--- src/rtl/pmc_pkg.sv ---
// Shared types, geometry constants and the YCbCr palette for the tiled canvas.
// No dependencies; every module of the block imports this package.

package pmc_pkg;

  // Frame geometry
  localparam int BLOCK_COLS   = 40;
  localparam int BLOCK_ROWS   = 30;
  localparam int PIXEL_COLS   = 320;
  localparam int PIXEL_ROWS   = 240;
  localparam int TILE_PIXELS  = 8 * 8;
  localparam int TOTAL_BLOCKS = BLOCK_COLS * BLOCK_ROWS;
  localparam int DEPTH        = TOTAL_BLOCKS * TILE_PIXELS;

  // Widths of block numbers and store addresses
  localparam int BLK_W     = (TOTAL_BLOCKS > 1) ? $clog2(TOTAL_BLOCKS) : 1;
  localparam int OFFS_W    = 6;
  localparam int ADDR_W    = BLK_W + OFFS_W;
  localparam int RAW_BLK_W = $clog2(8191 * (BLOCK_COLS + 1) + 1);
  localparam int WRAP_W    = (RAW_BLK_W > BLK_W + 1) ? RAW_BLK_W : BLK_W + 1;

  // Number of component planes in a block
  localparam logic [1:0] PLANES = 2'd3;

  // Queue depths
  localparam int CMD_DEPTH = 4;
  localparam int CMD_PTR_W = $clog2(CMD_DEPTH);
  localparam int RES_DEPTH = 4;
  localparam int RES_PTR_W = $clog2(RES_DEPTH);

  typedef enum logic [1:0] {
    OP_SET   = 2'd0,
    OP_GET   = 2'd1,
    OP_CLEAR = 2'd2,
    OP_BYTE  = 2'd3
  } op_t;

  typedef enum logic {
    BK_RUN,
    BK_CLEAR
  } bk_state_t;

  // Classified command, front to back
  typedef struct packed {
    op_t               op;
    logic [WRAP_W-1:0] blk_raw;
    logic              hit;
    logic [OFFS_W-1:0] offs;
    logic [1:0]        plane;
    logic [5:0]        color;
  } cmd_t;

  // One result item
  typedef struct packed {
    logic [7:0] luma;
    logic [7:0] chroma_blue;
    logic [7:0] chroma_red;
    logic [7:0] block_byte;
  } res_t;

  // Result queue status seen by the back end
  typedef struct packed {
    logic full;
    logic almost_full;
  } res_stat_t;

  // Palette word: {Y, Cb, Cr}
  localparam logic [23:0] PALETTE [64] = '{
    {8'd16,  8'd128, 8'd128}, {8'd38,  8'd115, 8'd165},
    {8'd60,  8'd103, 8'd203}, {8'd82,  8'd90,  8'd240},
    {8'd59,  8'd103, 8'd97},  {8'd81,  8'd91,  8'd134},
    {8'd103, 8'd78,  8'd171}, {8'd124, 8'd66,  8'd209},
    {8'd102, 8'd79,  8'd65},  {8'd124, 8'd66,  8'd103},
    {8'd145, 8'd53,  8'd140}, {8'd167, 8'd41,  8'd177},
    {8'd145, 8'd54,  8'd34},  {8'd166, 8'd41,  8'd71},
    {8'd188, 8'd29,  8'd109}, {8'd210, 8'd16,  8'd146},
    {8'd24,  8'd165, 8'd122}, {8'd46,  8'd153, 8'd159},
    {8'd68,  8'd140, 8'd197}, {8'd90,  8'd128, 8'd234},
    {8'd67,  8'd141, 8'd91},  {8'd89,  8'd128, 8'd128},
    {8'd111, 8'd115, 8'd165}, {8'd133, 8'd103, 8'd203},
    {8'd110, 8'd116, 8'd59},  {8'd132, 8'd103, 8'd97},
    {8'd154, 8'd91,  8'd134}, {8'd176, 8'd78,  8'd171},
    {8'd153, 8'd91,  8'd28},  {8'd175, 8'd79,  8'd65},
    {8'd197, 8'd66,  8'd103}, {8'd218, 8'd53,  8'd140},
    {8'd33,  8'd203, 8'd116}, {8'd55,  8'd190, 8'd153},
    {8'd76,  8'd177, 8'd191}, {8'd98,  8'd165, 8'd228},
    {8'd76,  8'd178, 8'd85},  {8'd97,  8'd165, 8'd122},
    {8'd119, 8'd153, 8'd159}, {8'd141, 8'd140, 8'd197},
    {8'd118, 8'd153, 8'd53},  {8'd140, 8'd141, 8'd91},
    {8'd162, 8'd128, 8'd128}, {8'd184, 8'd115, 8'd165},
    {8'd161, 8'd128, 8'd22},  {8'd183, 8'd116, 8'd59},
    {8'd205, 8'd103, 8'd97},  {8'd227, 8'd91,  8'd134},
    {8'd41,  8'd240, 8'd110}, {8'd63,  8'd227, 8'd147},
    {8'd85,  8'd215, 8'd185}, {8'd107, 8'd202, 8'd222},
    {8'd84,  8'd215, 8'd79},  {8'd106, 8'd203, 8'd116},
    {8'd128, 8'd190, 8'd153}, {8'd149, 8'd177, 8'd191},
    {8'd127, 8'd190, 8'd47},  {8'd149, 8'd178, 8'd85},
    {8'd170, 8'd165, 8'd122}, {8'd192, 8'd153, 8'd159},
    {8'd170, 8'd166, 8'd16},  {8'd191, 8'd153, 8'd53},
    {8'd213, 8'd141, 8'd91},  {8'd235, 8'd128, 8'd128}
  };

endpackage

--- src/rtl/pmc_res_queue.sv ---
// Result queue between the back end and the consumer.
// Depends on pmc_pkg for the result type, status struct and depth.

module pmc_res_queue
  import pmc_pkg::*;
(
  input  logic      clk,
  input  logic      rst,
  input  logic      res_push,
  input  res_t      res,
  input  logic      pop,
  output logic      empty,
  output res_t      head_res,
  output res_stat_t stat
);

  res_t                 res_q [RES_DEPTH];
  logic [RES_PTR_W-1:0] head;
  logic [RES_PTR_W-1:0] tail;
  logic [RES_PTR_W:0]   count;
  logic [RES_PTR_W:0]   count_next;
  logic                 pop_ok;

  assign empty            = count == '0;
  assign pop_ok           = pop && !empty;
  assign head_res         = res_q[head];
  assign stat.full        = count == (RES_PTR_W + 1)'(RES_DEPTH);
  assign stat.almost_full = count >= (RES_PTR_W + 1)'(RES_DEPTH - 1);

  // Track occupancy
  always_comb begin
    count_next = count;
    if (res_push && !pop_ok) begin
      count_next = count + 1'b1;
    end else if (!res_push && pop_ok) begin
      count_next = count - 1'b1;
    end
  end

  // Advance pointers
  always_ff @(posedge clk) begin
    if (rst) begin
      head  <= '0;
      tail  <= '0;
      count <= '0;
    end else begin
      count <= count_next;
      if (res_push) begin
        tail <= tail + 1'b1;
      end
      if (pop_ok) begin
        head <= head + 1'b1;
      end
    end
  end

  // Store the transfer
  always_ff @(posedge clk) begin
    if (res_push) begin
      res_q[tail] <= res;
    end
  end

endmodule

--- config.mk ---
export PLATFORM = sky130hd
export DESIGN_NAME = pmc_res_queue
export DESIGN_NICKNAME = d
export VERILOG_FILES = /design/src/rtl/pmc_pkg.sv /design/src/rtl/pmc_res_queue.sv
export SDC_FILE = /design/constraint.sdc
export NUM_CORES = 1
export LEC_CHECK = 0
export BUFFER_PORTS_ARGS = -buffer_cell sky130_fd_sc_hd__buf_2
export CORE_UTILIZATION = 51
export DETAILED_ROUTE_END_ITERATION = 8
export GPL_TIMING_DRIVEN = 0
export PLACE_DENSITY = 0.76
export SYNTH_ARGS = -nofsm -noshare
export SYNTH_HDL_FRONTEND = slang
export SYNTH_SLANG_ARGS = --single-unit
--- constraint.sdc ---
create_clock -name clk -period 1.9 [get_ports clk]
set_input_delay 0.095 -clock clk [delete_from_list [all_inputs] [get_ports clk]]
set_output_delay 0.095 -clock clk [all_outputs]
set_load 0.005 [all_outputs]
Word-level counts from Yosys, hierarchy flattened
Memory sizes are Yosys's and may differ from the RTL's. A register that Yosys moved wholly into a read port is not among the register bits.
Cells that the tools add are included.
{"block": "op_classes", "addsub": 4, "n_lt_le_gt_ge": 1, "eq_ne": 1, "mux": 6, "n_reduce_logical": 8}
{"op": "$mux 3", "count": 2}
{"op": "$add 2x1->2 const B", "count": 2}
{"op": "$mux 2", "count": 2}
{"op": "$add 3x1->3 const B", "count": 1}
{"op": "$eq 3x3->1 const B", "count": 1}
{"op": "$ge 3x2->1 const B", "count": 1}
{"op": "$logic_and 1x1->1", "count": 3}
{"op": "$logic_not 1->1", "count": 3}
{"op": "$logic_not 3->1", "count": 1}
{"op": "$sub 3x1->3 const B", "count": 1}
{"op": "$mux 1", "count": 2}
{"op": "$reduce_bool 2->1", "count": 1}
{"block": "totals", "reg_bits": 7, "ramBits": 128, "out_inout_bits": 35, "elab_cells": 24, "memories": 1}
{"memory": "res_q", "words": 4, "width": 32, "read_ports": 1, "rd_ports_with_merged_regs": 1, "wr": 1, "line": "pmc_res_queue.sv:17", "text": "res_t res_q [RES_DEPTH];"}

Depth between registers and ports, before layout
{"block": "depth", "word_depth": 6, "mapped_depth": 7, "ltp_nobuf": 7}

Worst setup path before layout
OpenSTA, ideal clock, no wires.
{"block": "synth_timing", "path_type": "flip-flop to flip-flop", "from": "register count[0]", "to": "register count[2]", "setup_ns": 0.070, "arrival_ns": 1.888, "t_required_ns": 1.830, "slack_ns": -0.058, "path_stages_with_launch": 8, "n_path_buf": 0, "period_less_slack_ns": 1.958, "cell_sequence": "dfxtp_1 > o31ai_2 > ha_1 > inv_1 > fa_1 > xor2_1 > or3_1 > a21oi_1"}
{"block": "synth_between", "elab_chain_cells": 6, "word_cells_on_any_way": 11, "classes_between": "add/sub (2); mux (2); reduce/logical (7)"}
{"item": "start: declaration", "line": "pmc_res_queue.sv:20", "text": "logic [RES_PTR_W:0] count;"}
{"item": "start signal: assignment", "line": "pmc_res_queue.sv:47", "text": "count <= count_next;"}
{"item": "parallel branches: the longest is 6 deep, another holds $sub 3x1->3"}
Parallel ways; which one is timed is not known. The select of a mux whose other input is x is not followed.
A chain may end at the register's enable or synchronous reset.

Final worst setup path
{"block": "layout_timing", "from": "register count[1]", "to": "register count[2]"}
Same word-level chain as after synthesis.

==> results.sh <==
export IMPL_register_area_um2=4030
export IMPL_min_path_type="input port to flop"
export IMPL_grt_start_max_net_pins=33
export IMPL_dp_hpwl_um=4880
export IMPL_synthesis_nets=254
export IMPL_portBuffers=69
export IMPL_ant_nets=0
export IMPL_die_h_um=102
export IMPL_fin_crit_sh_pct=102
export IMPL_hold_viol=0
export IMPL_failed_checks="setup timing"
export IMPL_coreArea_um2=9730
export IMPL_use_met2_pct=30.1
export IMPL_clockBufferDepth=2
export IMPL_clock_sinks=137
export IMPL_track_usage_pct=18.1
export IMPL_wl_um=8910
export IMPL_globalRouteMet1Util_pct=21.8
export IMPL_totalPowerFinal_mw=8.82
export IMPL_drc=0
export IMPL_yosys_area_top_type="edfxtp_1"
export IMPL_place_gp_congestion=0.692
export IMPL_swShare_pct=24.0
export IMPL_fp_dieArea_um2=10400
export IMPL_fin_area_um2=6720
export IMPL_power_density_nw_per_um2=1310
export IMPL_drv_cap=0
export IMPL_worst_pin_slew_ns=0.892
export IMPL_fillers=627
export IMPL_critPathBufInv=1
export IMPL_die_w_um=102
export IMPL_htree_levels=4
export IMPL_vias_per_cell=5.10
export IMPL_period_needed_ns=1.93
export IMPL_ys_seq_area_share_pct=78.8
export IMPL_comb_power_share_pct=22.5
export IMPL_place_ws_ns=-0.113
export IMPL_num_rows=36
export IMPL_io_pins=71
export IMPL_rr_worst_depth=7
export IMPL_crit_family="adder cells"
export IMPL_ys_ff_latch=137
export IMPL_power_switching_mw=2.11
export IMPL_synth_cell_type_count=24
export IMPL_cts_tree="built"
export IMPL_setup_viol=3
export IMPL_via_count=2490
export IMPL_p_clk_share_pct=36.8
export IMPL_cts_root_buf="clkbuf_8"
export IMPL_clkTransAtPathRegs_ns=0.06
export IMPL_worst_slack_ns=-0.0289
export IMPL_place_area_um2=5640
export IMPL_worst_ep_required_time_ns=2.35
export IMPL_crit_arrival_ns=2.37
export IMPL_slowest_stage="dfxtp_4"
export IMPL_slew_viol_final=0
export IMPL_grt_busiest_layer="met2"
export IMPL_p_int_mw=6.70
export IMPL_dr_first_iter_drc_count=60
export IMPL_rsz0062_at_grt="true"
export IMPL_start_kind="flop"
export IMPL_fmax_mhz=518
export IMPL_numCtsBuffers=17
export IMPL_first_global_vias=2545
export IMPL_cp_depth=7
export IMPL_synth_cells=212
export IMPL_multi_input_area_um2=1010
export IMPL_final_nets=384
export IMPL_grt_overflow=0
export IMPL_syn_area_per_cell_um2=24.1
export IMPL_antenna_found_initial=0
export IMPL_seqPwrFrac_pct=40.7
export IMPL_cpPeakStageDelay_ns=0.35
export IMPL_yosysWarningCount=0
export IMPL_netlist_area_leader_share_pct=75.2
export IMPL_crit_type="flop to flop"
export IMPL_final_cell_mix="edfxtp_1, buf_2, dlygate4sd3_1, mux4_2, clkbuf_16"
export IMPL_areaGrowthSynthToFinish_pct=31.5
export IMPL_status="finished, violations left"
export IMPL_slew_headroom_pct=40.5
export IMPL_whs_path_depth=4
export IMPL_clock_latency_ns=0.52
export IMPL_vdd_drop_max_v=0.000614
export IMPL_firstDrtPassIters=4
export IMPL_p_leak_nw=2.37
export IMPL_syn_area_um2=5110
export IMPL_grt_pass1_wl_um=13100
export IMPL_drive_gt1_share_pct=44.2
export IMPL_crit_path_end_kind="flop"
export IMPL_fin_skew_ns=0.00440
export IMPL_hold_slack_ns=0.0402
export IMPL_synthTopCellsByArea="edfxtp_1, mux4_2, dfxtp_1"
export IMPL_grt_use_met3_pct=6.09
export IMPL_path_max_fanout=2
export IMPL_fin_util_pct=69.0
export IMPL_start_util_pct=52.5
export IMPL_antennaDiodeCount=0
export IMPL_final_common_cell="edfxtp_1"
export IMPL_crit_chain="o31ai_4, ha_2, inv_1, fa_2, xor2_1, or3_1, a21oi_2"
export IMPL_post_drt_wl_per_cell_um=18.3
-- logic make-up (layout without fill, tap and decap cells) --
logic type      count (synthesis)  count (layout)  synth area share, %
flops                         137             137                 78.8
simple gates                   14              14                 1.37
fa+ha+maj                       6               6                 1.62
buf+inv                        11             154                 1.98
compound gates                  5               5                0.759
xor+xnor                        5               5                0.857
mux                            34              34                 14.6
-- synthesized netlist by cell type, drive strengths merged --
master    n
edfxtp  128
mux4     32
dfxtp     9
buf       7
nor2      7
ha        5
and2      4
xor2      4
inv       3
mux2i     2
a21o      1
a21oi     1
clkbuf    1
fa        1
nor3      1
nor3b     1
o21ai     1
o311ai    1
o31ai     1
or3       1
xnor2     1
-- worst paths after layout --
check             endpoint  startpoint  slack (ns)
setup / recovery  count[2]    count[1]       -0.03
hold / removal        flop         pop        0.04
setup reg to reg  count[2]    count[1]       -0.03
hold reg to reg       flop     head[1]        0.53
-- final cells by class --
cell class | count | area share, %
Tap cell | 133 | 2.48
Multi-Input combinational cell | 64 | 15.0
Inverter | 3 | 0.168
Sequential cell | 137 | 60.1
Timing Repair Buffer | 111 | 12.1
Buffer | 8 | 1.47
Clock inverter | 14 | 2.55
Clock buffer | 18 | 6.22
-- routing by layer --
| metal | wire length, um | vias up |
|---|---|---|
| li1 | - | 1148 |
| met2 | 4540 | 62 |
| met4 | 142 | 0 |
| met1 | 3850 | 1264 |
| met3 | 370 | 16 |
| met5 | 0 | - |
-- metrics by stage --
stage          setup TNS (ns)  cells
3_5_place_dp           -0.113    414
4_1_cts                -0.165    484
2_1_floorplan               0    212
6_report              -0.0406    488
3_3_place_gp           -46.32    414
5_1_grt                 -1.68    488
-- tightest hold or removal path, stage by stage --
cell and delay (ns):
buf_2 0.12, o311ai_1 0.12, xor2_1 0.08, nor2_1 0.10
-- power by group through the flow --
stage	Combinational, mW	Clock, mW	Sequential [mW]
CTS	1.80	3.28	3.59
global placement	1.63	0	3.66
floorplan	1.13	0	3.64
global route	2.16	3.42	3.61
finish	1.98	3.24	3.59
detailed placement	1.66	0	3.67
-- sequential cells by signal, summed over array words and instances (netlist names), named ones only --
signal	cells
head	2
res_q	128
tail	2
count	3
-- timing repair --
| action | CTS | global route |
|---|---|---|
| hold endpoints to repair | 137 | 0 |
| setup endpoints to repair | 27 | 31 |
| setup buffers | 4 | 1 |
| gates cloned | 0 | 3 |
| resized for setup | 6 | 4 |
| pin swaps | 3 | 2 |
| hold buffers | 34 | 0 |
(Power assumes the default switching activity.)
