## src/rtl/pmc_pkg.sv

```systemverilog
// Shared types, geometry constants and the YCbCr palette for the tiled canvas.
// No dependencies; every module of the block imports this package.

package pmc_pkg;

  // Frame geometry
  localparam int BLOCK_COLS   = 40;
  localparam int BLOCK_ROWS   = 30;
  localparam int PIXEL_COLS   = 320;
  localparam int PIXEL_ROWS   = 240;
  localparam int TILE_PIXELS  = 8 * 8;
  localparam int TOTAL_BLOCKS = BLOCK_COLS * BLOCK_ROWS;
  localparam int DEPTH        = TOTAL_BLOCKS * TILE_PIXELS;

  // Widths of block numbers and store addresses
  localparam int BLK_W     = (TOTAL_BLOCKS > 1) ? $clog2(TOTAL_BLOCKS) : 1;
  localparam int OFFS_W    = 6;
  localparam int ADDR_W    = BLK_W + OFFS_W;
  localparam int RAW_BLK_W = $clog2(8191 * (BLOCK_COLS + 1) + 1);
  localparam int WRAP_W    = (RAW_BLK_W > BLK_W + 1) ? RAW_BLK_W : BLK_W + 1;

  // Number of component planes in a block
  localparam logic [1:0] PLANES = 2'd3;

  // Queue depths
  localparam int CMD_DEPTH = 4;
  localparam int CMD_PTR_W = $clog2(CMD_DEPTH);
  localparam int RES_DEPTH = 4;
  localparam int RES_PTR_W = $clog2(RES_DEPTH);

  typedef enum logic [1:0] {
    OP_SET   = 2'd0,
    OP_GET   = 2'd1,
    OP_CLEAR = 2'd2,
    OP_BYTE  = 2'd3
  } op_t;

  typedef enum logic {
    BK_RUN,
    BK_CLEAR
  } bk_state_t;

  // Classified command, front to back
  typedef struct packed {
    op_t               op;
    logic [WRAP_W-1:0] blk_raw;
    logic              hit;
    logic [OFFS_W-1:0] offs;
    logic [1:0]        plane;
    logic [5:0]        color;
  } cmd_t;

  // One result item
  typedef struct packed {
    logic [7:0] luma;
    logic [7:0] chroma_blue;
    logic [7:0] chroma_red;
    logic [7:0] block_byte;
  } res_t;

  // Result queue status seen by the back end
  typedef struct packed {
    logic full;
    logic almost_full;
  } res_stat_t;

  // Palette word: {Y, Cb, Cr}
  localparam logic [23:0] PALETTE [64] = '{
    {8'd16,  8'd128, 8'd128}, {8'd38,  8'd115, 8'd165},
    {8'd60,  8'd103, 8'd203}, {8'd82,  8'd90,  8'd240},
    {8'd59,  8'd103, 8'd97},  {8'd81,  8'd91,  8'd134},
    {8'd103, 8'd78,  8'd171}, {8'd124, 8'd66,  8'd209},
    {8'd102, 8'd79,  8'd65},  {8'd124, 8'd66,  8'd103},
    {8'd145, 8'd53,  8'd140}, {8'd167, 8'd41,  8'd177},
    {8'd145, 8'd54,  8'd34},  {8'd166, 8'd41,  8'd71},
    {8'd188, 8'd29,  8'd109}, {8'd210, 8'd16,  8'd146},
    {8'd24,  8'd165, 8'd122}, {8'd46,  8'd153, 8'd159},
    {8'd68,  8'd140, 8'd197}, {8'd90,  8'd128, 8'd234},
    {8'd67,  8'd141, 8'd91},  {8'd89,  8'd128, 8'd128},
    {8'd111, 8'd115, 8'd165}, {8'd133, 8'd103, 8'd203},
    {8'd110, 8'd116, 8'd59},  {8'd132, 8'd103, 8'd97},
    {8'd154, 8'd91,  8'd134}, {8'd176, 8'd78,  8'd171},
    {8'd153, 8'd91,  8'd28},  {8'd175, 8'd79,  8'd65},
    {8'd197, 8'd66,  8'd103}, {8'd218, 8'd53,  8'd140},
    {8'd33,  8'd203, 8'd116}, {8'd55,  8'd190, 8'd153},
    {8'd76,  8'd177, 8'd191}, {8'd98,  8'd165, 8'd228},
    {8'd76,  8'd178, 8'd85},  {8'd97,  8'd165, 8'd122},
    {8'd119, 8'd153, 8'd159}, {8'd141, 8'd140, 8'd197},
    {8'd118, 8'd153, 8'd53},  {8'd140, 8'd141, 8'd91},
    {8'd162, 8'd128, 8'd128}, {8'd184, 8'd115, 8'd165},
    {8'd161, 8'd128, 8'd22},  {8'd183, 8'd116, 8'd59},
    {8'd205, 8'd103, 8'd97},  {8'd227, 8'd91,  8'd134},
    {8'd41,  8'd240, 8'd110}, {8'd63,  8'd227, 8'd147},
    {8'd85,  8'd215, 8'd185}, {8'd107, 8'd202, 8'd222},
    {8'd84,  8'd215, 8'd79},  {8'd106, 8'd203, 8'd116},
    {8'd128, 8'd190, 8'd153}, {8'd149, 8'd177, 8'd191},
    {8'd127, 8'd190, 8'd47},  {8'd149, 8'd178, 8'd85},
    {8'd170, 8'd165, 8'd122}, {8'd192, 8'd153, 8'd159},
    {8'd170, 8'd166, 8'd16},  {8'd191, 8'd153, 8'd53},
    {8'd213, 8'd141, 8'd91},  {8'd235, 8'd128, 8'd128}
  };

endpackage

```

## src/rtl/pmc_front.sv

```systemverilog
// Front end: classifies incoming operations and holds them in a short command queue.
// Depends on pmc_pkg for the command type, geometry constants and queue depth.

module pmc_front
  import pmc_pkg::*;
(
  input  logic        clk,
  input  logic        rst,
  input  logic        push,
  output logic        full,
  input  logic [1:0]  op,
  input  logic [15:0] px,
  input  logic [15:0] py,
  input  logic [7:0]  color,
  input  logic [11:0] block_index,
  input  logic [7:0]  byte_in_block,
  output logic        q_valid,
  output cmd_t        q_cmd,
  input  logic        q_pop
);

  cmd_t                 cmd_in;
  logic                 x_in;
  logic                 y_in;
  logic [WRAP_W-1:0]    pix_blk;
  logic                 push_ok;
  cmd_t                 cmd_q [CMD_DEPTH];
  logic [CMD_PTR_W-1:0] head;
  logic [CMD_PTR_W-1:0] tail;
  logic [CMD_PTR_W:0]   count;
  logic [CMD_PTR_W:0]   count_next;

  // Locate the pixel's block before any wrap
  assign x_in    = px < 16'(PIXEL_COLS);
  assign y_in    = py < 16'(PIXEL_ROWS);
  assign pix_blk = WRAP_W'(px[15:3]) + WRAP_W'(py[15:3]) * WRAP_W'(BLOCK_COLS);

  // Classify the operation
  always_comb begin
    cmd_in.op      = op_t'(op);
    cmd_in.color   = color[5:0];
    cmd_in.blk_raw = '0;
    cmd_in.hit     = 1'b0;
    cmd_in.offs    = '0;
    cmd_in.plane   = '0;
    unique case (op_t'(op))
      OP_SET, OP_GET: begin
        cmd_in.blk_raw = pix_blk;
        cmd_in.hit     = x_in && y_in;
        cmd_in.offs    = {py[2:0], px[2:0]};
      end
      OP_CLEAR: begin
        cmd_in.hit = 1'b0;
      end
      OP_BYTE: begin
        cmd_in.blk_raw = WRAP_W'(block_index);
        cmd_in.hit     = byte_in_block[7:6] < PLANES;
        cmd_in.offs    = byte_in_block[5:0];
        cmd_in.plane   = byte_in_block[7:6];
      end
      default: begin
        cmd_in.hit = 1'b0;
      end
    endcase
  end

  assign full    = count == (CMD_PTR_W + 1)'(CMD_DEPTH);
  assign push_ok = push && !full;
  assign q_valid = count != '0;
  assign q_cmd   = cmd_q[head];

  // Track occupancy
  always_comb begin
    count_next = count;
    if (push_ok && !q_pop) begin
      count_next = count + 1'b1;
    end else if (!push_ok && q_pop) begin
      count_next = count - 1'b1;
    end
  end

  // Advance pointers
  always_ff @(posedge clk) begin
    if (rst) begin
      head  <= '0;
      tail  <= '0;
      count <= '0;
    end else begin
      count <= count_next;
      if (push_ok) begin
        tail <= tail + 1'b1;
      end
      if (q_pop) begin
        head <= head + 1'b1;
      end
    end
  end

  // Store the transfer
  always_ff @(posedge clk) begin
    if (push_ok) begin
      cmd_q[tail] <= cmd_in;
    end
  end

endmodule

```

## config.mk

```make
export PLATFORM = sky130hd
export DESIGN_NAME = pmc_front
export DESIGN_NICKNAME = d
export VERILOG_FILES = /design/src/rtl/pmc_pkg.sv /design/src/rtl/pmc_front.sv
export SDC_FILE = /design/constraint.sdc
export NUM_CORES = 1
export LEC_CHECK = 0
export BUFFER_PORTS_ARGS = -buffer_cell sky130_fd_sc_hd__buf_2
export CAP_MARGIN = 5
export CORE_AREA = 2 2 121 123
export DETAILED_ROUTE_END_ITERATION = 12
export DIE_AREA = 0 0 123 125
export PLACE_DENSITY = 0.76
export SLEW_MARGIN = 20
export SYNTH_ARGS = -nofsm -noshare
export SYNTH_HDL_FRONTEND = slang
export SYNTH_SLANG_ARGS = --single-unit
```

## constraint.sdc

```tcl
create_clock -name clk -period 3.67 [get_ports clk]
set_input_delay 0.734 -clock clk [delete_from_list [all_inputs] [get_ports clk]]
set_output_delay 0.734 -clock clk [all_outputs]
set_load 0.02 [all_outputs]
```

Yosys cells after proc, flatten, opt, wreduce, memory -nomap -nowiden
Memories as Yosys holds them, arrays and structs flattened. A register that Yosys moved wholly into a read port is not among the register bits.
Cells that the tools add are included.
{ "word_totals": {"regBits": 7, "ramBits": 144, "input_bits": 66, "out_inout_bits": 38, "word_cells": 38, "n_memories": 1} }
{ "op_classes": {"n_addsub": 5, "mul": 1, "n_lt_le_gt_ge": 3, "eq_ne": 4, "mux": 10, "n_reduce_logical": 11} }
{ "memory_table": {"columns": ["memory", "words", "width", "read_ports", "rd_clocked_by_memory_dff", "wr", "line", "rtl"], "rows": [
  ["cmd_q", 4, 36, 1, 1, 1, "pmc_front.sv:27", "cmd_t cmd_q [CMD_DEPTH];"]
]} }
{ "ops": {"columns": ["cell", "n"], "rows": [
  ["$pmux 19 s2", 1],
  ["$add 13x19->19", 1],
  ["$lt 16x8->1 const B", 1],
  ["$lt 16x9->1 const B", 1],
  ["$mul 13x3->16 const B", 1],
  ["$pmux 6 s2", 1],
  ["$mux 2", 3],
  ["$mux 3", 2],
  ["$add 2x1->2 const B", 2],
  ["$eq 2x2->1 const B", 2],
  ["$logic_and 1x1->1", 4],
  ["$add 3x1->3 const B", 1],
  ["$eq 3x3->1 const B", 1],
  ["$logic_not 1->1", 3],
  ["$pmux 1 s3", 1],
  ["$reduce_bool 3->1", 1],
  ["$sub 3x1->3 const B", 1],
  ["$eq 2x1->1 const B", 1],
  ["$logic_not 2->1", 1],
  ["$lt 2x2->1 const B", 1],
  ["$mux 1", 2],
  ["$reduce_bool 2->1", 1],
  ["$reduce_or 2->1", 1]
]} }

Logic depth before layout (Yosys ltp)
Gate-level depths: netlist (run 1).
{ "depth": {"ltp_word": 7, "ltp_mapped": 14, "mapped_depth_nobuf": 14} }

Worst setup path before layout (run 1)
Ideal clock, no wire load.
{ "synth_timing": {"path_type": "input port to flip-flop", "startpoint": "in py[4]", "endpoint": "mem cmd_q[0][31] (netlist bit), data pin", "setup_time_ns": 0.176, "arrival_time_ns": 3.505, "required_time_ns": 3.494, "path_slack_ns": -0.011, "path_stages": 13, "n_path_buf": 0, "path_cell_list": "ha_1 ha_1 fa_1 a21o_1 a21oi_1 xnor2_1 ha_1 or2_2 a21o_1 a21oi_1 nor3b_2 and3_2 nor3_2"} }
{ "synth_rtl": {"columns": ["item", "line", "rtl"], "rows": [
  ["start, declared", "pmc_front.sv:13", "input logic [15:0] py,"],
  ["end, declared", "pmc_front.sv:27", null]
]} }

==> results of run 1 <==
metal layers:
metal | track usage (%) | up-vias
li1 | - | 2013
met3 | 3.79 | 14
met4 | 6.35 | 0
met1 | 25.3 | 2195
met2 | 33.3 | 117
met5 | 0 | -
flip-flops by register name, indices dropped and copies added (netlist names), named ones only:
name / flops
tail: 2
head: 2
count: 3
cmd_q: 144
report_power, final:
part / switching, W / total, W / internal (W)
Clock: 0.000643 / 0.00180 / 0.00115
Sequential: 0.0000726 / 0.00224 / 0.00217
Combinational: 0.000683 / 0.00121 / 0.000527
logic make-up after synthesis:
logic type	after synthesis	share of synthesized area [%]
muxes	41	12.0
adders and majority gates	41	7.44
DFF	153	62.6
buffers and inverters	25	1.36
AOI/OAI and AO/OA	75	7.84
xor gates and xnor gates	22	2.68
and+or+nand+nor	80	6.10
repair_timing:
| action | in CTS | in global routing |
|---|---|---|
| resized for setup | 0 | 2 |
| hold buffers | 0 | 0 |
| setup endpoints to repair | 0 | 4 |
cell usage after synthesis (9+ instances only):
cell type / count
a21oi_1: 17
a22o_1: 11
and2_1: 9
clkbuf_1: 10
dfxtp_1: 9
edfxtp_1: 144
ha_1: 38
inv_1: 11
mux4_2: 36
nand2_1: 12
nor2_1: 20
o21ai_0: 17
xnor2_1: 14
cell type report:
type / count / area, sq um
timing repair buffer: 125 / 698
clock inverter: 12 / 174
sequential: 153 / 4510
fill: 1063 / 5500
clock buffer: 20 / 447
tap: 184 / 230
inverter: 11 / 41.3
multi-input combinational: 259 / 2610
through the flow:
step | power (W) | hold slack (ns) | worst slack, ns
finish | 0.00525 | 0.521 | 0.238
global route | 0.00548 | 0.524 | 0.0650
CTS | 0.00529 | 0.514 | 0.180
detailed placement | 0.00350 | 0.506 | -0.244
global placement | 0.00345 | 0.470 | -0.213
floorplan | 0.00310 | 0.461 | 0.00566
worst max-delay path: cells and delay by family:
kind	cells	cell delay [ns]
buf+inv	1	0.11
simple gates	4	0.79
xor+xnor	1	0.14
fa+ha+maj	4	1.14
compound gates	4	0.75
worst paths after layout:
check,start,end
worst max-delay path,py[4],cmd_q[0][31]
worst min-delay path,count[2],count[2]
worst max register to register,count[0],count[2]
worst min register to register,count[2],count[2]
==> flow_metrics.tcl, run 1 <==
set metrics [dict create \
    path_clk_slew_ns 0.06 \
    r2r_cells 8 \
    slew_violations 0 \
    grtUsageTotal_pct 19.6 \
    cts_sinks 153 \
    postLayoutCoreUtil_pct 61.3 \
    status "finished clean" \
    synthToLayoutAreaGrowth_pct 20.9 \
    cts_root_buffer "clkbuf_16" \
    tns_ns 0 \
    hpwl_um 9660 \
    drv_cap 0 \
    worstSetupEndpointType "flip-flop" \
    leakagePower_nw 3.26 \
    initial_utilization_pct 50.7 \
    cpMostUsedCell "ha_1" \
    diodes 0 \
    dieArea_sq_um 15400 \
    seq_area_frac_synth_pct 62.6 \
    highest_layer "met4" \
    fmax_ghz 0.291 \
    async_flop_share_pct 0 \
    num_rows 44 \
    rrSetupSlack_ns 1.39 \
    final-hold-violation-count 0 \
    avgSynthCellArea_sq_um 16.5 \
    crit_type "in -> reg" \
    synth_area_sq_um 7200 \
    post_dp_cell_area_sq_um 8080 \
    pwr_density_cell_nw_per_um2 603 \
    period_needed_ns 3.43 \
    clkLatencyLatePin_ns 0.41 \
    synth_top_area_share_pct 60.1 \
    htreeDepth 4 \
    yosysWarnings 0 \
    nNetsFinal 674 \
    instances_no_fill 764 \
    crit_arrival_ns 3.66 \
    final_common_cell "edfxtp_1" \
    cp-start-kind "input pin" \
    routed_wirelength_um 14200 \
    synth_seq_cells 153 \
    dr_wl_met2_um 7280 \
    grt_overflow 0 \
    drcViolationCount 0 \
    path_cells "buf_2 -> ha_1 -> ha_1 -> fa_2 -> a21o_1 -> a21oi_1 -> xnor2_1 -> ha_1 -> or2_2 -> a21o_1 -> a21oi_1 -> nor3b_2 -> and3_2 -> nor3_2" \
    antenna_left 0 \
    post-cts-setup-buffers 0 \
    grt_antenna_before_repair 0 \
    io_buffer_count 101 \
    ys_top_cells_by_area "edfxtp_1, mux4_2, ha_1" \
    ir_worst_vdd_mv 0.333 \
    synth_area_leader_cell "edfxtp_1" \
    place_congestion 0.831 \
    viasPerCell 5.68 \
    setup_viol 0 \
    cts_tree "done" \
    wl_met3_um 846 \
    vias 4339 \
    rsz0062_at_grt "false" \
    drtIter0Drc 369 \
    timing.final.crit_share_pct 93.5 \
    cts_buffer_depth 2 \
    wl_met1_um 5900 \
    io_pins 104 \
    layout_common_cells "edfxtp_1, buf_2, ha_1, mux4_2, buf_4" \
    fin_area_sq_um 8700 \
    final_layout_size_suffix_gt1_share_pct 37.4 \
    numPlacedInstances 732 \
    tightest_slew_ns 1.01 \
    synth.distinct_cells 55 \
    synth_nets 544 \
    die_h_um 125 \
    hold_class "reg -> reg" \
    crit_required_ns 3.90 \
    ys.flop_type "edfxtp_1" \
    die_w_um 123 \
    first_pass_iters 4 \
    cts-buffers-inserted 17 \
    synth-edff-count 144 \
    worstPathMaxFanout 4 \
    relSlewSlack_pct 32.9 \
    crit_path_max_incr_delay_ns 0.37 \
    grt_max_degree 37 \
    grt_pass1_wl_um 22500 \
    synthCells 437 \
    crit_slowest_cell "fa_2" \
    grt_pass1_vias 4374 \
    wire_per_inst_um 18.6 \
    fin_skew_ns 0.00749 \
    hold_depth 2 \
    core_sq_um 14200 \
]
No activity file was read; power rests on OpenSTA's default activity.
==> run 2, diff against run 1 <==
Settings changed: ABC_AREA set to 1, CORE_AREA 2 2 121 123 to 2 2 123 125, DIE_AREA 0 0 123 125 to 0 0 125 127, PLACE_DENSITY 0.76 to 0.75.
Clock period 3.67 ns to 3.1 ns, I/O delays scaled along.
==> flow_metrics.tcl, run 2 <==
set metrics [dict create \
    antenna_left 0 \
    relSlewSlack_pct 51.5 \
    ir_worst_vdd_mv 0.443 \
    regMostFlops "cmd_q" \
    synthToLayoutAreaGrowth_pct 24.0 \
    grtUsageTotal_pct 21.7 \
    timing.final.crit_share_pct 95.8 \
    synthCells 694 \
    yosys-top-cells-count "edfxtp_1, nor2_1, nand2_1, o21ai_0, inv_1" \
    drv_cap 0 \
    ys.flop_type "edfxtp_1" \
    n_fill_cell 1080 \
    place_congestion 0.879 \
    final_common_cell "edfxtp_1" \
    leakagePower_nw 3.80 \
    hpwl_um 11600 \
    clkLatencyLatePin_ns 0.41 \
    viasPerCell 5.51 \
    grt_max_degree 73 \
    num_rows 44 \
    pwr-share-comb_pct 23.5 \
    synth_area_sq_um 7460 \
    fin_skew_ns 0.00706 \
    grt_antenna_before_repair 0 \
    io_pins 104 \
    yosysWarnings 0 \
    die_w_um 125 \
    final_layout_size_suffix_gt1_share_pct 27.3 \
    routed_wirelength_um 17200 \
    crit_type "in -> reg" \
    final-hold-violation-count 0 \
    cts_root_buffer "clkbuf_16" \
    vias 5719 \
    fin_area_sq_um 9250 \
    worstSetupEndpointType "flip-flop" \
    wire_per_inst_um 16.6 \
    post_dp_cell_area_sq_um 8540 \
    cts-buffers-inserted 17 \
    io_buffer_count 101 \
    crit_arrival_ns 3.13 \
    synth_nets 801 \
    switching_share_pct 28.1 \
    path_cells "buf_2 -> ha_4 -> ha_2 -> fa_2 -> nand3_2 -> nand3_4 -> a21oi_4 -> xnor2_2 -> ha_1 -> nand2_1 -> nor2_2 -> nand3_1 -> nand3_2 -> nand3_1 -> nor2_2 -> nand2_1 -> nand2_2 -> nor2_4" \
    cts_hold_buffers 0 \
    layout_common_cells "edfxtp_1, buf_2, nor2_1, nand2_1, o21ai_0" \
    period_needed_ns 2.97 \
    status "finished clean" \
    p_seq_share_pct 41.9 \
    setup_viol 0 \
    crit_required_ns 3.26 \
    slew_violations 0 \
    htreeDepth 4 \
    cp-start-kind "input pin" \
    die_h_um 127 \
    core_sq_um 14400 \
    nNetsFinal 947 \
    drcViolationCount 0 \
    crit_slowest_cell "fa_2" \
    grt_overflow 0 \
    pwr_density_cell_nw_per_um2 660 \
    worstPathMaxFanout 4 \
    critical_path_buf_inv_count 1 \
    critPathTopFamily "adder cells" \
    synth_top_area_share_pct 58.0 \
    crit_path_max_incr_delay_ns 0.37 \
    clkPwrFrac_pct 34.5 \
    largest_reg_flops 144 \
    dieArea_sq_um 15900 \
    diodes 0 \
    initial_utilization_pct 51.7 \
    drtIter0Drc 485 \
    cts_buffer_depth 2 \
    synth_area_leader_cell "edfxtp_1" \
    cts_tree "done" \
    async_flop_share_pct 0 \
    tightest_slew_ns 0.727 \
    seq_area_frac_synth_pct 60.4 \
    cts_sinks 153 \
    intPower_w 0.00439 \
    postLayoutCoreUtil_pct 64.1 \
    synth-edff-count 144 \
    first_pass_iters 5 \
    ys_top_cells_by_area "edfxtp_1, ha_1, o21ai_0" \
    grt_pass1_vias 5714 \
    largest_registers "cmd_q x144, count x3" \
    synth_seq_cells 153 \
    grt_pass1_wl_um 27200 \
    hold_class "in -> reg" \
    synth_most_common_cell "edfxtp_1" \
    p_sw_w 0.00172 \
    synth.distinct_cells 39 \
    fmax_ghz 0.337 \
    path_clk_slew_ns 0.06 \
    avgSynthCellArea_sq_um 10.7 \
]
run 2: changes by cell type after synthesis, moves of 6 or more:
cell / previous run / this run
and2_1: 9 / 1
clkbuf_1: 10 / 22
inv_1: 11 / 56
mux4_2: 36 / 0
nand2_1: 12 / 86
nand2_2: 0 / 7
nand3_1: 6 / 17
nand3_2: 0 / 6
nor2_1: 20 / 104
o21ai_0: 17 / 84
o22ai_1: 0 / 36
xnor2_1: 14 / 3
run 2: cell families after synthesis:
family / share of synthesized area [%]
flops: 60.4
compound gates: 12.4
simple gates: 14.2
xor+xnor: 1.41
buf+inv: 4.35
fa+ha+maj: 7.18
run 2: metrics by stage:
step           hold slack [ns]  setup WS (ns)  instances  setup TNS [ns]  power (W)
2_1_floorplan            0.475       0.000667        694               0    0.00346
3_3_place_gp             0.488         -0.280       1003           -8.59    0.00393
3_5_place_dp             0.512         -0.357       1003          -10.95    0.00399
5_1_grt                  0.414        -0.0241       1037         -0.0954    0.00638
6_report                 0.429          0.131       1037               0    0.00610
4_1_cts                  0.414         0.0462       1035               0    0.00608
run 2: worst paths after layout:
| path | depth (start not counted) | start | slack, ns | end |
|---|---|---|---|---|
| setup / recovery | 18 | py[4] | 0.13 | cmd_q[3][32] |
| hold / removal | 1 | color[3] | 0.43 | cmd_q[1][3] |
| setup reg to reg | 5 | count[0] | 1.01 | cmd_q[3][25] |
| hold reg to reg | 2 | count[1] | 0.52 | count[1] |
run 2: power groups by stage:
stage          clock (W)  combinational (W)  sequential [W]
6_report         0.00211            0.00144         0.00256
5_1_grt          0.00222            0.00158         0.00257
4_1_cts          0.00212            0.00140         0.00256
3_5_place_dp           0            0.00138         0.00260
3_3_place_gp           0            0.00134         0.00259
2_1_floorplan          0           0.000869         0.00259
run 2: cell type report:
class	instances	area, sq um	share of cell area [%]
flip-flops and latches	153	4510	48.7
multi-input cells	455	2780	30.1
repair buffers	153	896	9.69
clock buffers	18	429	4.64
well taps	184	230	2.49
inverters	60	225	2.44
clock inverters	14	179	1.94
run 2: layer usage:
metal	share of wire [%]	up-vias	global-route usage, %
met1	41	2733	26.4
met2	51	209	38.0
met4	2.2	0	9.54
met3	6.1	29	4.10
li1	-	2748	-
met5	0	-	0
run 2: repair_timing:
| action | in CTS | in global routing |
|---|---|---|
| setup endpoints to repair | 0 | 32 |
| resized for setup | 0 | 16 |
| setup buffers | 0 | 2 |
==> run 3, diff against run 2 <==
Settings changed: CORE_AREA 2 2 123 125 to 10 10 129 131, CTS_BUF_LIST set to sky130_fd_sc_hd__clkbuf_4, DIE_AREA 0 0 125 127 to 0 0 139 141, PLACE_DENSITY 0.75 to 0.78.
==> flow_metrics.tcl, run 3 (synthesis results as in run 2) <==
set metrics [dict create \
    status "finished clean" \
    dieArea_sq_um 19600 \
    rr_endpoint "cmd_q[2][29]" \
    io_buffer_count 101 \
    largest_reg_flops 144 \
    vias 5545 \
    regMostFlops "cmd_q" \
    fmax_ghz 0.345 \
    crit_required_ns 3.38 \
    grt_overflow 0 \
    pwr_density_cell_nw_per_um2 584 \
    initial_utilization_pct 52.5 \
    relSlewSlack_pct 50.8 \
    worstSetupEndpointType "flip-flop" \
    worstHoldEndpoint "cmd_q[3][3]" \
    crit_arrival_ns 3.17 \
    crit_path_max_incr_delay_ns 0.37 \
    cts_sinks 153 \
    slew_violations 0 \
    min-delay-start "color[3]" \
    num_rows 44 \
    place_congestion 0.872 \
    path_clk_slew_ns 0.12 \
    final_layout_size_suffix_gt1_share_pct 25.4 \
    numPlacedInstances 994 \
    drcViolationCount 0 \
    hold_class "in -> reg" \
    fin_skew_ns 0.0176 \
    grt_use_met1_pct 19.7 \
    hpwl_um 11600 \
    seq_area_sq_um 4510 \
    clkLatencyLatePin_ns 0.52 \
    critPathTopFamily "adder cells" \
    die_h_um 141 \
    setup_viol 0 \
    pre_cts_ws_ns -0.358 \
    rsz0062_at_grt "false" \
    final_common_cell "edfxtp_1" \
    worstPathMaxFanout 4 \
    htreeDepth 4 \
    multiInputGateArea_sq_um 2700 \
    drv_cap 0 \
    io_pins 104 \
    cts-buffers-inserted 17 \
    hold_depth 1 \
    tightest_slew_ns 0.737 \
    grt_pass1_vias 5641 \
    nNetsFinal 936 \
    antenna_left 0 \
    layout_common_cells "edfxtp_1, buf_2, nor2_1, nand2_1, o21ai_0" \
    setup_slack_ns 0.206 \
    instances_no_fill 1027 \
    period_needed_ns 2.89 \
    r2r_cells 5 \
    timing.final.crit_share_pct 93.4 \
    grt_pass1_wl_um 27000 \
    cts_tree "done" \
    crit_type "in -> reg" \
    core_sq_um 14200 \
    cp-start-kind "input pin" \
    first_pass_iters 5 \
    n_fill_cell 1143 \
    synthToLayoutAreaGrowth_pct 18.1 \
    ir_worst_vdd_mv 0.225 \
    post-cts-setup-buffers 0 \
    cts_buffer_depth 2 \
    rrSetupSlack_ns 1.06 \
    grt_use_met3_pct 4.77 \
    grt_antenna_before_repair 1 \
    final-hold-violation-count 0 \
    leakagePower_nw 3.61 \
    grt_busiest_layer "met2" \
    grt_max_degree 73 \
    viasPerCell 5.40 \
    cts_hold_buffers 0 \
    routed_wirelength_um 16600 \
    crit_slowest_cell "fa_2" \
    grtUsageMet2_pct 29.0 \
    path_cells "buf_2 -> ha_4 -> ha_2 -> fa_2 -> nand3_2 -> nand3_2 -> a21oi_2 -> xnor2_1 -> ha_1 -> nand2_1 -> nor2_1 -> nand3_1 -> nand3_2 -> nand3_1 -> nor2_1 -> nand2_1 -> nand2_1 -> nor2_2" \
    grtUsageTotal_pct 16.9 \
    cts_root_buffer "clkbuf_4" \
    critical_path_buf_inv_count 1 \
    die_w_um 139 \
    wire_per_inst_um 16.2 \
    drtIter0Drc 410 \
    largest_registers "cmd_q x144, count x3" \
    r2r-start "count[0]" \
]
-- run 3: cell count changes in the layout (fill, tap and decap cells not counted), sizes merged --
| cell | previous run | this run |
|---|---|---|
| buf | 153 | 142 |
| bufinv | 4 | 3 |
| clkbuf | 18 | 17 |
| clkinv | 7 | 10 |
| diode | 0 | 1 |
| inv | 60 | 59 |
-- run 3: worst max-delay path by stage --
stage	start	endpoint	slack, ns	cells past startpoint
final	py[4]	cmd_q[3][32]	0.21	18
after global routing	py[4]	cmd_q[3][32]	0.03	18
after CTS	py[6]	cmd_q[0][31]	0.19	17
after detailed placement	py[6]	cmd_q[1][31]	-0.36	17
after global placement	py[6]	cmd_q[2][31]	-0.28	17
after floorplan	py[4]	cmd_q[0][32]	0.0007	17
-- run 3: per-layer routing --
metal	vias up	share of wire, %	routed length (um)
met5	-	0	0
met4	0	1.9	314
met3	20	7.2	1200
met2	201	49	8200
met1	2598	42	6890
li1	2726	-	-
-- run 3: worst register-to-register path: cells and delay by family, from the launching register on --
family | cells | cell delay, ns
buffers and inverters | 2 | 0.52
flip-flops | 1 | 0.45
AND/OR/NAND/NOR | 3 | 0.75
-- run 3: through the flow --
step	total power (W)	hold WS, ns	setup TNS [ns]	cell area [sq um]	utilization (%)
6_report	0.00514	0.308	0	8810	62.0
5_1_grt	0.00543	0.235	0	8810	62.0
4_1_cts	0.00517	0.267	0	8800	62.0
3_5_place_dp	0.00396	0.507	-10.38	8490	59.8
3_3_place_gp	0.00392	0.492	-8.17	8490	59.8
2_1_floorplan	0.00346	0.475	0	7490	-
-- run 3: area by class of cell --
type	instances	share of cell area, %
Clock buffer	17	1.45
Multi-Input combinational cell	455	30.6
Timing Repair Buffer	142	9.52
Clock inverter	15	2.03
Sequential cell	153	51.2
Antenna cell	1	0.0284
Tap cell	184	2.61
Inverter	60	2.56
-- run 3: where the power goes --
part / leakage, nW / switching (W) / internal [W]
Combinational: 2.04 / 0.000855 / 0.000499
Clock: 0.155 / 0.000674 / 0.000559
Sequential: 1.41 / 0.0000524 / 0.00250
Total: 3.61 / 0.00158 / 0.00356
-- run 3: repair_timing --
item,4_1_cts,5_1_grt
endpoints found under the setup margin,0,8
gates resized for setup,0,2
hold endpoints to repair,0,0
